===== src/hdl/assert_macros.svh =====
// ----------------------------------------------------------------------------
// assert_macros.svh
// shared concurrent assertion macros, empty when SYNTH is defined
// ----------------------------------------------------------------------------
`ifndef ASSERT_MACROS_SVH
`define ASSERT_MACROS_SVH
`ifndef SYNTH
`define ASSERT_PROP(lbl, clk, rstn, prop) \
  lbl: assert property (@(posedge clk) disable iff (!rstn) prop) \
    else $error("property violated");
`define ASSERT_NEVER(lbl, clk, rstn, cond) \
  lbl: assert property (@(posedge clk) disable iff (!rstn) !(cond)) \
    else $error("forbidden condition seen");
`else
`define ASSERT_PROP(lbl, clk, rstn, prop)
`define ASSERT_NEVER(lbl, clk, rstn, cond)
`endif
`endif


===== src/hdl/ffara_pkg.sv =====
// ----------------------------------------------------------------------------
// ffara_pkg
// shared types and constants of the first-fit atlas rectangle allocator
// ----------------------------------------------------------------------------
package ffara_pkg;

  localparam int unsigned ItemW     = 13;
  localparam int unsigned CfgW      = 13;
  localparam int unsigned PadW      = 8;
  localparam int unsigned CfgIdxW   = 2;
  localparam int unsigned OutIdxW   = 3;
  localparam int unsigned OutCoordW = 13;
  localparam int unsigned InDataW   = 32;
  localparam int unsigned OutDataW  = 56;

  typedef enum logic [CfgIdxW-1:0] {
    CFG_DEF_W   = 2'd0,
    CFG_DEF_H   = 2'd1,
    CFG_BORDER  = 2'd2,
    CFG_SPACING = 2'd3
  } cfg_idx_e;

  typedef enum logic [6:0] {
    ST_IDLE  = 7'b0000001,
    ST_ATLAS = 7'b0000010,
    ST_ROW   = 7'b0000100,
    ST_COL   = 7'b0001000,
    ST_RD    = 7'b0010000,
    ST_CMP   = 7'b0100000,
    ST_OUT   = 7'b1000000
  } state_e;

  typedef struct packed {
    logic load_item;
    logic first_atlas;
    logic atlas_init;
    logic next_atlas;
    logic open_new;
    logic row_init;
    logic next_row;
    logic col_init;
    logic next_col;
    logic next_region;
    logic place;
    logic set_fail;
  } cmd_t;

  typedef struct packed {
    logic atlases_done;
    logic atlas_full;
    logic can_open;
    logic row_ok;
    logic col_ok;
    logic regions_done;
    logic overlap;
  } stat_t;

endpackage


===== src/hdl/ffara_ctrl.sv =====
// ----------------------------------------------------------------------------
// ffara_ctrl
// search sequencer: walks atlases, rows, columns and stored regions
// ----------------------------------------------------------------------------
module ffara_ctrl import ffara_pkg::*; (
  input  logic  clk_i,
  input  logic  rst_ni,
  input  logic  in_valid_i,
  output logic  in_ready_o,
  output logic  out_valid_o,
  input  logic  out_ready_i,
  input  stat_t stat_i,
  output cmd_t  cmd_o
);

  state_e state_q, state_d;

  always_ff @(posedge clk_i or negedge rst_ni) begin
    if (!rst_ni) begin
      state_q <= ST_IDLE;
    end else begin
      state_q <= state_d;
    end
  end

  always_comb begin
    state_d = state_q;
    cmd_o   = '0;
    unique case (state_q)
      ST_IDLE: begin
        if (in_valid_i) begin
          cmd_o.load_item   = 1'b1;
          cmd_o.first_atlas = 1'b1;
          state_d           = ST_ATLAS;
        end
      end
      ST_ATLAS: begin
        if (stat_i.atlases_done) begin
          if (stat_i.can_open) begin
            cmd_o.open_new = 1'b1;
            state_d        = ST_ROW;
          end else begin
            cmd_o.set_fail = 1'b1;
            state_d        = ST_OUT;
          end
        end else if (stat_i.atlas_full) begin
          cmd_o.next_atlas = 1'b1;
        end else begin
          cmd_o.atlas_init = 1'b1;
          state_d          = ST_ROW;
        end
      end
      ST_ROW: begin
        if (stat_i.row_ok) begin
          cmd_o.row_init = 1'b1;
          state_d        = ST_COL;
        end else begin
          cmd_o.next_atlas = 1'b1;
          state_d          = ST_ATLAS;
        end
      end
      ST_COL: begin
        if (stat_i.col_ok) begin
          cmd_o.col_init = 1'b1;
          state_d        = ST_RD;
        end else begin
          cmd_o.next_row = 1'b1;
          state_d        = ST_ROW;
        end
      end
      ST_RD: begin
        // region read is issued here, compared in the next cycle
        if (stat_i.regions_done) begin
          cmd_o.place = 1'b1;
          state_d     = ST_OUT;
        end else begin
          state_d = ST_CMP;
        end
      end
      ST_CMP: begin
        if (stat_i.overlap) begin
          cmd_o.next_col = 1'b1;
          state_d        = ST_COL;
        end else begin
          cmd_o.next_region = 1'b1;
          state_d           = ST_RD;
        end
      end
      ST_OUT: begin
        if (out_ready_i) begin
          state_d = ST_IDLE;
        end
      end
      default: begin
        state_d = ST_IDLE;
      end
    endcase
  end

  assign in_ready_o  = (state_q == ST_IDLE);
  assign out_valid_o = (state_q == ST_OUT);

endmodule


===== config.mk =====
export PLATFORM = sky130hd
export DESIGN_NAME = ffara_ctrl
export DESIGN_NICKNAME = d
export VERILOG_FILES = /design/src/hdl/assert_macros.svh /design/src/hdl/ffara_pkg.sv /design/src/hdl/ffara_ctrl.sv
export SDC_FILE = /design/constraint.sdc
export NUM_CORES = 1
export LEC_CHECK = 0
export ABC_AREA = 1
export CAP_MARGIN = 20
export CELL_PAD_IN_SITES_DETAIL_PLACEMENT = 1
export CELL_PAD_IN_SITES_GLOBAL_PLACEMENT = 1
export CORE_UTILIZATION = 39
export DETAILED_ROUTE_END_ITERATION = 6
export DONT_BUFFER_PORTS = 1
export GPL_ROUTABILITY_DRIVEN = 0
export GPL_TIMING_DRIVEN = 0
export PLACE_DENSITY = 0.83
export SLEW_MARGIN = 20
export SYNTH_ARGS = -nofsm -noshare
export SYNTH_HDL_FRONTEND = slang
export SYNTH_SLANG_ARGS = --single-unit

===== constraint.sdc =====
create_clock -name clk_i -period 1.6 [get_ports clk_i]
set_input_delay 0.4 -clock clk_i [delete_from_list [all_inputs] [get_ports clk_i]]
set_output_delay 0.4 -clock clk_i [all_outputs]
set_load 0.02 [all_outputs]

==> impl_metrics.env, run 1 <==
export IMPL_die_x_um=40.8
export IMPL_synthTopCellsByArea="dfrtp_1 26%, inv_1 15%, nor2_1 13%, nand2_1 5.8%, nor2_4 5.8%"
export IMPL_failing_step="global routing (5_1_grt)"
export IMPL_async_reset_ff_share_pct=100
export IMPL_worst_endpoint="cmd_o[11]"
export IMPL_synth_distinct_cells=21
export IMPL_numPortBuffers=0
export IMPL_cts_buffers=3
export IMPL_yosys_most_used_dff="dfrtp_1"
export IMPL_row_count=13
export IMPL_syn_area_sq_um=586
export IMPL_synthesis_nets=102
export IMPL_cts_root_buffer="clkbuf_4"
export IMPL_synth_top_area_share_pct=25.6
export IMPL_synth_warnings=0
export IMPL_synthCells=91
export IMPL_ys_ff_latch=7
export IMPL_hpwl_um=1130
export IMPL_synth_area_per_cell_sq_um=6.43
export IMPL_clock_sinks=7
export IMPL_synth_edff_count=0
export IMPL_error="[ERROR DPL-0033] detailed placement checks failed during check placement."
export IMPL_io_pins=25
export IMPL_ys_seq_area_share_pct=30.1
export IMPL_status="aborted with a tool error"
export IMPL_synth_top_area_cell="dfrtp_1"
export IMPL_place_ws_ns=-0.274
export IMPL_die_y_um=40.8
export IMPL_grt_max_degree=8
export IMPL_h_tree_depth=1
export IMPL_antenna_found_initial=0
export IMPL_endpoint_type="output port"
export IMPL_start_util_pct=43.4
export IMPL_clockBufferDepth=2
-- cell families after synthesis --
group,after synthesis,synth area share (%)
buffers and inverters,27,18.0
AOI/OAI and AO/OA,7,8.55
DFF,7,30.1
and+or+nand+nor,50,43.4
-- stage by stage --
stage,instances,area (sq um)
4_1_cts,122,862
2_1_floorplan,91,588
3_5_place_dp,106,607
3_3_place_gp,106,607
-- cell usage after synthesis, types with 2 or more instances --
cell type	instances
inv_1	24
nor2_1	21
nand2_1	9
dfrtp_1	6
nand3_1	6
nand2_2	3
nor2_4	3
nor3_1	3
inv_2	2
nand3_2	2
o22ai_1	2
-- repair_timing --
| action | in CTS |
|---|---|
| pin swaps | 13 |
| hold buffers | 1 |
| endpoints found under the setup margin | 14 |
| gates resized for setup | 40 |
| endpoints found under the hold margin | 7 |
| setup buffers | 11 |
==> inputs of run 2 (changes only) <==
Settings changed: CELL_PAD_IN_SITES_DETAIL_PLACEMENT 1 to unset, CELL_PAD_IN_SITES_GLOBAL_PLACEMENT 1 to unset, CORE_AREA set to 2 2 63 65, CORE_UTILIZATION 39 to unset, DIE_AREA set to 0 0 65 67, PLACE_DENSITY 0.83 to unset, PLACE_DENSITY_LB_ADDON set to 0.15.
==> run 2 against run 1 <==
Effect of this change:
- the flow now finishes, with violations (negative setup slack)
- area after synthesis is the same
- synthesized cell count did not move
==> impl_metrics.env, run 2 <==
export IMPL_synthCells=91
export IMPL_status="finished, violations left"
export IMPL_path_max_fanout=3
export IMPL_row_count=22
export IMPL_numPortBuffers=0
export IMPL_crit_required_ns=1.20
export IMPL_crit_family="simple AND/OR/NAND/NOR gates"
export IMPL_clockBufferDepth=2
export IMPL_finalNetCount=124
export IMPL_fin_area_sq_mm=0.00100
export IMPL_ys_ff_latch=7
export IMPL_die_y_um=67
export IMPL_route_met3_wl_um=71
export IMPL_cts_buffers=3
export IMPL_ant_nets=0
export IMPL_end_kind="output pin"
export IMPL_first_pass_iters=4
export IMPL_largest_reg_flops=7
export IMPL_final_common_cell="inv_1"
export IMPL_place_ws_ns=-0.258
export IMPL_timing_hold_worst_class="primary input to async pin"
export IMPL_rr_startpoint="state_q[4]"
export IMPL_cp_start_kind="flop"
export IMPL_clk_pin_slew_worst_paths_ns=0.04
export IMPL_wire_per_inst_um=10.6
export IMPL_drt_iter0_drc=3
export IMPL_drive_gt1_share_pct=58.0
export IMPL_synth_top_cells_by_count="24 x inv_1, 21 x nor2_1, 9 x nand2_1"
export IMPL_finalClockSkew_ns=0.00152
export IMPL_cts_root_buffer="clkbuf_8"
export IMPL_cts_tree="built"
export IMPL_h_tree_depth=1
export IMPL_clock_sinks=7
export IMPL_hold_violations=0
export IMPL_fmax_mhz=534
export IMPL_synth_edff_count=0
export IMPL_grt_pass1_wl_um=2980
export IMPL_top_regs="state_q: 7 flops"
export IMPL_async_reset_ff_share_pct=100
export IMPL_synth_distinct_cells=21
export IMPL_crit_chain="nor2_4, nand2_4, nor2_4, inv_2, nor2_4, buf_6"
export IMPL_final_setup_viol_count=13
export IMPL_wl_met1_um=683
export IMPL_ys_seq_area_share_pct=30.1
export IMPL_via_per_inst=3.88
export IMPL_cp_slowest_cell="dfrtp_2"
export IMPL_fin_crit_sh_pct=117
export IMPL_io_pins=25
export IMPL_clk_latency_ns=0.22
export IMPL_antenna_found_initial=0
export IMPL_dr_max_layer_used="met4"
export IMPL_start_util_pct=16.2
export IMPL_grt_pass1_vias=711
export IMPL_cp_common_cell="nor2_4"
export IMPL_synth_area_per_cell_sq_um=6.43
export IMPL_largest_register="state_q"
export IMPL_violations="negative setup slack"
export IMPL_num_vias=620
export IMPL_power_density_mw_per_mm2=1300
export IMPL_maxCapViolations=0
export IMPL_coreArea_sq_mm=0.00361
export IMPL_track_usage_pct=9.22
export IMPL_peakVddDrop_mv=0.411
export IMPL_drv_slew=0
export IMPL_period_needed_ns=1.87
export IMPL_grt_max_degree=7
export IMPL_r2r_setup_slack_ns=0.12
export IMPL_layout_common_cells="16 x inv_1, 13 x nor2_4, 12 x buf_4"
export IMPL_place_area_sq_um=648
export IMPL_reg2reg_to="state_q[1]"
export IMPL_synthesis_nets=102
export IMPL_die_x_um=65
export IMPL_fin_ws_ns=-0.274
export IMPL_critPathKind="flop to output pin"
export IMPL_holdWs_ns=0.0203
export IMPL_hpwl_um=1270
export IMPL_drc=0
export IMPL_power_total_mw=1.30
export IMPL_die_area_sq_mm=0.00436
export IMPL_antenna_cells=0
export IMPL_worstPathArrival_ns=1.47
export IMPL_rsz0062_at_grt="yes"
export IMPL_yosys_most_used_dff="dfrtp_1"
export IMPL_overflow=0
export IMPL_areaGrowthSynthToFinish_pct=71.2
export IMPL_wl_met2_um=904
export IMPL_synth_warnings=0
export IMPL_synth_top_area_share_pct=25.6
export IMPL_worst_pin_slew_ns=0.374
export IMPL_synth_top_area_cell="dfrtp_1"
export IMPL_crit_buf_inv=2
export IMPL_syn_area_sq_um=586
export IMPL_drt_total_wl_um=1690
export IMPL_synthTopCellsByArea="dfrtp_1 26%, inv_1 15%, nor2_1 13%, nand2_1 5.8%, nor2_4 5.8%"
export IMPL_p_leak_nw=0.463
export IMPL_synth_most_common_cell="inv_1"
export IMPL_ff2ff_path_depth=9
export IMPL_max_stage_delay_ns=0.42
export IMPL_relSlewSlack_pct=74.9
-- run 2: layout make-up --
| class | instances | area [sq um] |
|---|---|---|
| fillers | 386 | 2600 |
| flip-flops and latches | 7 | 179 |
| clock buffers | 4 | 45.0 |
| plain buffers | 1 | 11.3 |
| multi-input cells | 57 | 457 |
| repair buffers | 17 | 145 |
| well taps | 48 | 60.1 |
| inverters | 26 | 105 |
-- run 2: repair_timing --
| action | in CTS | in global routing |
|---|---|---|
| hold buffers | 1 | 0 |
| buffers inserted | 14 | 2 |
| endpoints found under the hold margin | 6 | 0 |
| pin swaps | 8 | 4 |
| setup endpoints to repair | 13 | 13 |
| gates resized for setup | 51 | 2 |
-- run 2: logic make-up (layout without fill, tap and decap cells) --
logic type      Yosys count  in the layout  synth area share, %
compound gates            7              7                 8.55
buf+inv                  27             48                 18.0
flops                     7              7                 30.1
simple gates             50             50                 43.4
-- run 2: metrics by stage --
stage / util (%) / instances / setup TNS [ns]
2_1_floorplan: - / 91 / -0.458
6_report: 27.8 / 160 / -2.18
5_1_grt: 27.8 / 160 / -3.12
3_3_place_gp: 18.0 / 139 / -1.72
4_1_cts: 27.1 / 158 / -2.57
3_5_place_dp: 18.0 / 139 / -1.60
-- run 2: where the power goes --
part | leakage, nW | internal, mW | switching (mW) | total, mW
clock network | 0.0228 | 0.172 | 0.0709 | 0.243
registers | 0.0892 | 0.227 | 0.0341 | 0.261
logic | 0.351 | 0.338 | 0.457 | 0.795
total | 0.463 | 0.736 | 0.562 | 1.30
-- run 2: routing by layer --
| metal | up-vias | track usage, % |
|---|---|---|
| met5 | - | 0 |
| met4 | 0 | 6.38 |
| met3 | 2 | 1.01 |
| met2 | 20 | 17.0 |
| met1 | 282 | 9.79 |
| li1 | 316 | - |
-- run 2: how the worst max path moves through the flow --
| stage | startpoint | end | cells past startpoint | slack, ns |
|---|---|---|---|---|
| 2_1_floorplan | state_q[4] | cmd_o[7] | 5 | -0.13 |
| 3_3_place_gp | state_q[4] | cmd_o[9] | 5 | -0.26 |
| 3_5_place_dp | state_q[4] | cmd_o[7] | 5 | -0.26 |
| 4_1_cts | state_q[0] | cmd_o[11] | 5 | -0.33 |
| 5_1_grt | state_q[4] | cmd_o[11] | 6 | -0.32 |
| 6_report | state_q[4] | cmd_o[11] | 6 | -0.27 |
-- run 2: worst register-to-register path, stage by stage, from the launching register on --
cell and delay [ns]:
dfrtp_2 0.42, nor2_4 0.13, nand2_4 0.08, nor2_4 0.22, inv_2 0.08, buf_4 0.13, buf_4 0.12, nand2_2 0.07
inv_2 0.04, o21ai_2 0.11
Power figures use the tool's default switching activity.
==> inputs of run 3 (changes only) <==
Settings changed: HOLD_SLACK_MARGIN set to 0.1.
==> run 3 against run 2 <==
Effect of this change:
- the flow still finishes with violations (negative setup slack)
- die area did not move
- setup slack better by 0.00053 ns
- combinational power barely moved
- final area unchanged
- global-route usage fell by 0.21 points
==> impl_metrics.env, run 3 (same netlist as run 2, synthesis figures left out) <==
export IMPL_cp_common_cell="nor2_4"
export IMPL_die_area_sq_mm=0.00436
export IMPL_timing_hold_worst_class="primary input to flop"
export IMPL_status="finished, violations left"
export IMPL_num_vias=622
export IMPL_cts_tree="built"
export IMPL_fin_crit_sh_pct=117
export IMPL_finalClockSkew_ns=0.00112
export IMPL_clockBufferDepth=2
export IMPL_drv_slew=0
export IMPL_layout_common_cells="16 x inv_1, 13 x nor2_4, 12 x buf_4"
export IMPL_finalNetCount=124
export IMPL_p_leak_nw=0.463
export IMPL_ant_nets=0
export IMPL_row_count=22
export IMPL_fin_area_sq_mm=0.00100
export IMPL_crit_required_ns=1.20
export IMPL_cp_slowest_cell="dfrtp_2"
export IMPL_io_pins=25
export IMPL_crit_buf_inv=2
export IMPL_drt_iter0_drc=3
export IMPL_crit_chain="nor2_4, nand2_4, nor2_4, inv_2, nor2_4, buf_6"
export IMPL_die_y_um=67
export IMPL_track_usage_pct=9.01
export IMPL_power_density_mw_per_mm2=1300
export IMPL_clock_sinks=7
export IMPL_drt_total_wl_um=1650
export IMPL_peakVddDrop_mv=0.411
export IMPL_end_kind="output pin"
export IMPL_max_stage_delay_ns=0.42
export IMPL_start_util_pct=16.2
export IMPL_crit_family="simple AND/OR/NAND/NOR gates"
export IMPL_fin_ws_ns=-0.274
export IMPL_hpwl_um=1270
export IMPL_layout_cells_non_filler=160
export IMPL_first_pass_iters=4
export IMPL_largest_register="state_q"
export IMPL_period_needed_ns=1.87
export IMPL_areaGrowthSynthToFinish_pct=71.2
export IMPL_overflow=0
export IMPL_worst_pin_slew_ns=0.374
export IMPL_worstHoldStart="stat_i[1]"
export IMPL_multi_input_area_sq_um=457
export IMPL_final_common_cell="inv_1"
export IMPL_worstPathArrival_ns=1.47
export IMPL_cts_buffers=3
export IMPL_numPortBuffers=0
export IMPL_num_fill_cells=386
export IMPL_cts_root_buffer="clkbuf_8"
export IMPL_maxCapViolations=0
export IMPL_antenna_cells=0
export IMPL_wire_per_inst_um=10.3
export IMPL_final_setup_viol_count=13
export IMPL_fmax_mhz=534
export IMPL_rr_startpoint="state_q[4]"
export IMPL_clk_latency_ns=0.22
export IMPL_clk_pin_slew_worst_paths_ns=0.04
export IMPL_largest_reg_flops=7
export IMPL_grt_pass1_wl_um=2930
export IMPL_die_x_um=65
export IMPL_relSlewSlack_pct=74.9
export IMPL_antenna_found_initial=0
export IMPL_hold_violations=0
export IMPL_coreArea_sq_mm=0.00361
export IMPL_power_total_mw=1.30
export IMPL_violations="negative setup slack"
export IMPL_place_area_sq_um=648
export IMPL_grt_max_degree=8
export IMPL_h_tree_depth=1
export IMPL_critPathKind="flop to output pin"
export IMPL_rsz0062_at_grt="yes"
export IMPL_drive_gt1_share_pct=58.0
export IMPL_drc=0
export IMPL_via_per_inst=3.89
export IMPL_cp_startpoint="state_q[4]"
export IMPL_grt_pass1_vias=703
export IMPL_cp_start_kind="flop"
export IMPL_dp_cells=139
export IMPL_top_regs="state_q: 7 flops"
export IMPL_register_area_sq_um=179
export IMPL_path_max_fanout=3
==> run 3: path summary, 6_finish.rpt <==
| path | end | slack, ns | depth (start not counted) |
|---|---|---|---|
| setup / recovery | cmd_o[11] | -0.27 | 6 |
| hold / removal | state_q[5] | 0.23 | 1 |
| setup reg to reg | state_q[1] | 0.12 | 9 |
| hold reg to reg | state_q[5] | 0.67 | 5 |
| max in group asynchronous | state_q[0] | 0.78 | 1 |
| min in group asynchronous | state_q[6] | 0.52 | 1 |
==> run 3: through the flow <==
step           util, %  hold slack [ns]  setup slack (ns)  setup TNS, ns
6_report          27.8            0.234            -0.274          -2.18
2_1_floorplan        -            0.104            -0.130         -0.458
4_1_cts           27.1            0.226            -0.331          -2.57
3_3_place_gp      18.0            0.105            -0.259          -1.72
3_5_place_dp      18.0            0.105            -0.258          -1.60
5_1_grt           27.8            0.235            -0.320          -3.12
==> run 3: timing repair <==
| action | in CTS | in global routing |
|---|---|---|
| hold endpoints to repair | 7 | 0 |
| setup buffers | 14 | 2 |
| setup endpoints to repair | 13 | 13 |
| resized for setup | 51 | 2 |
| hold buffers | 1 | 0 |
| pin swaps | 8 | 4 |
==> run 3: report_power, final <==
group / switching (mW) / internal [mW] / leakage, nW / total (mW)
combinational: 0.457 / 0.338 / 0.351 / 0.795
sequential: 0.0337 / 0.227 / 0.0892 / 0.261
clock: 0.0710 / 0.172 / 0.0228 / 0.243
==> run 3: area by class of cell <==
type	count	area share, %
Buffer	1	1.12
Inverter	26	10.5
Multi-Input combinational cell	57	45.6
Tap cell	48	5.99
Timing Repair Buffer	17	14.5
Clock buffer	4	4.49
Sequential cell	7	17.9
==> run 3: metal layers <==
metal	share of wire [%]	track usage [%]	wire length [um]	vias to the layer above
met3	3.9	1.01	65	2
met2	52	16.2	866	17
met1	42	9.79	686	287
li1	-	-	-	316
met4	2.0	6.38	33	0
met5	0	0	0	-
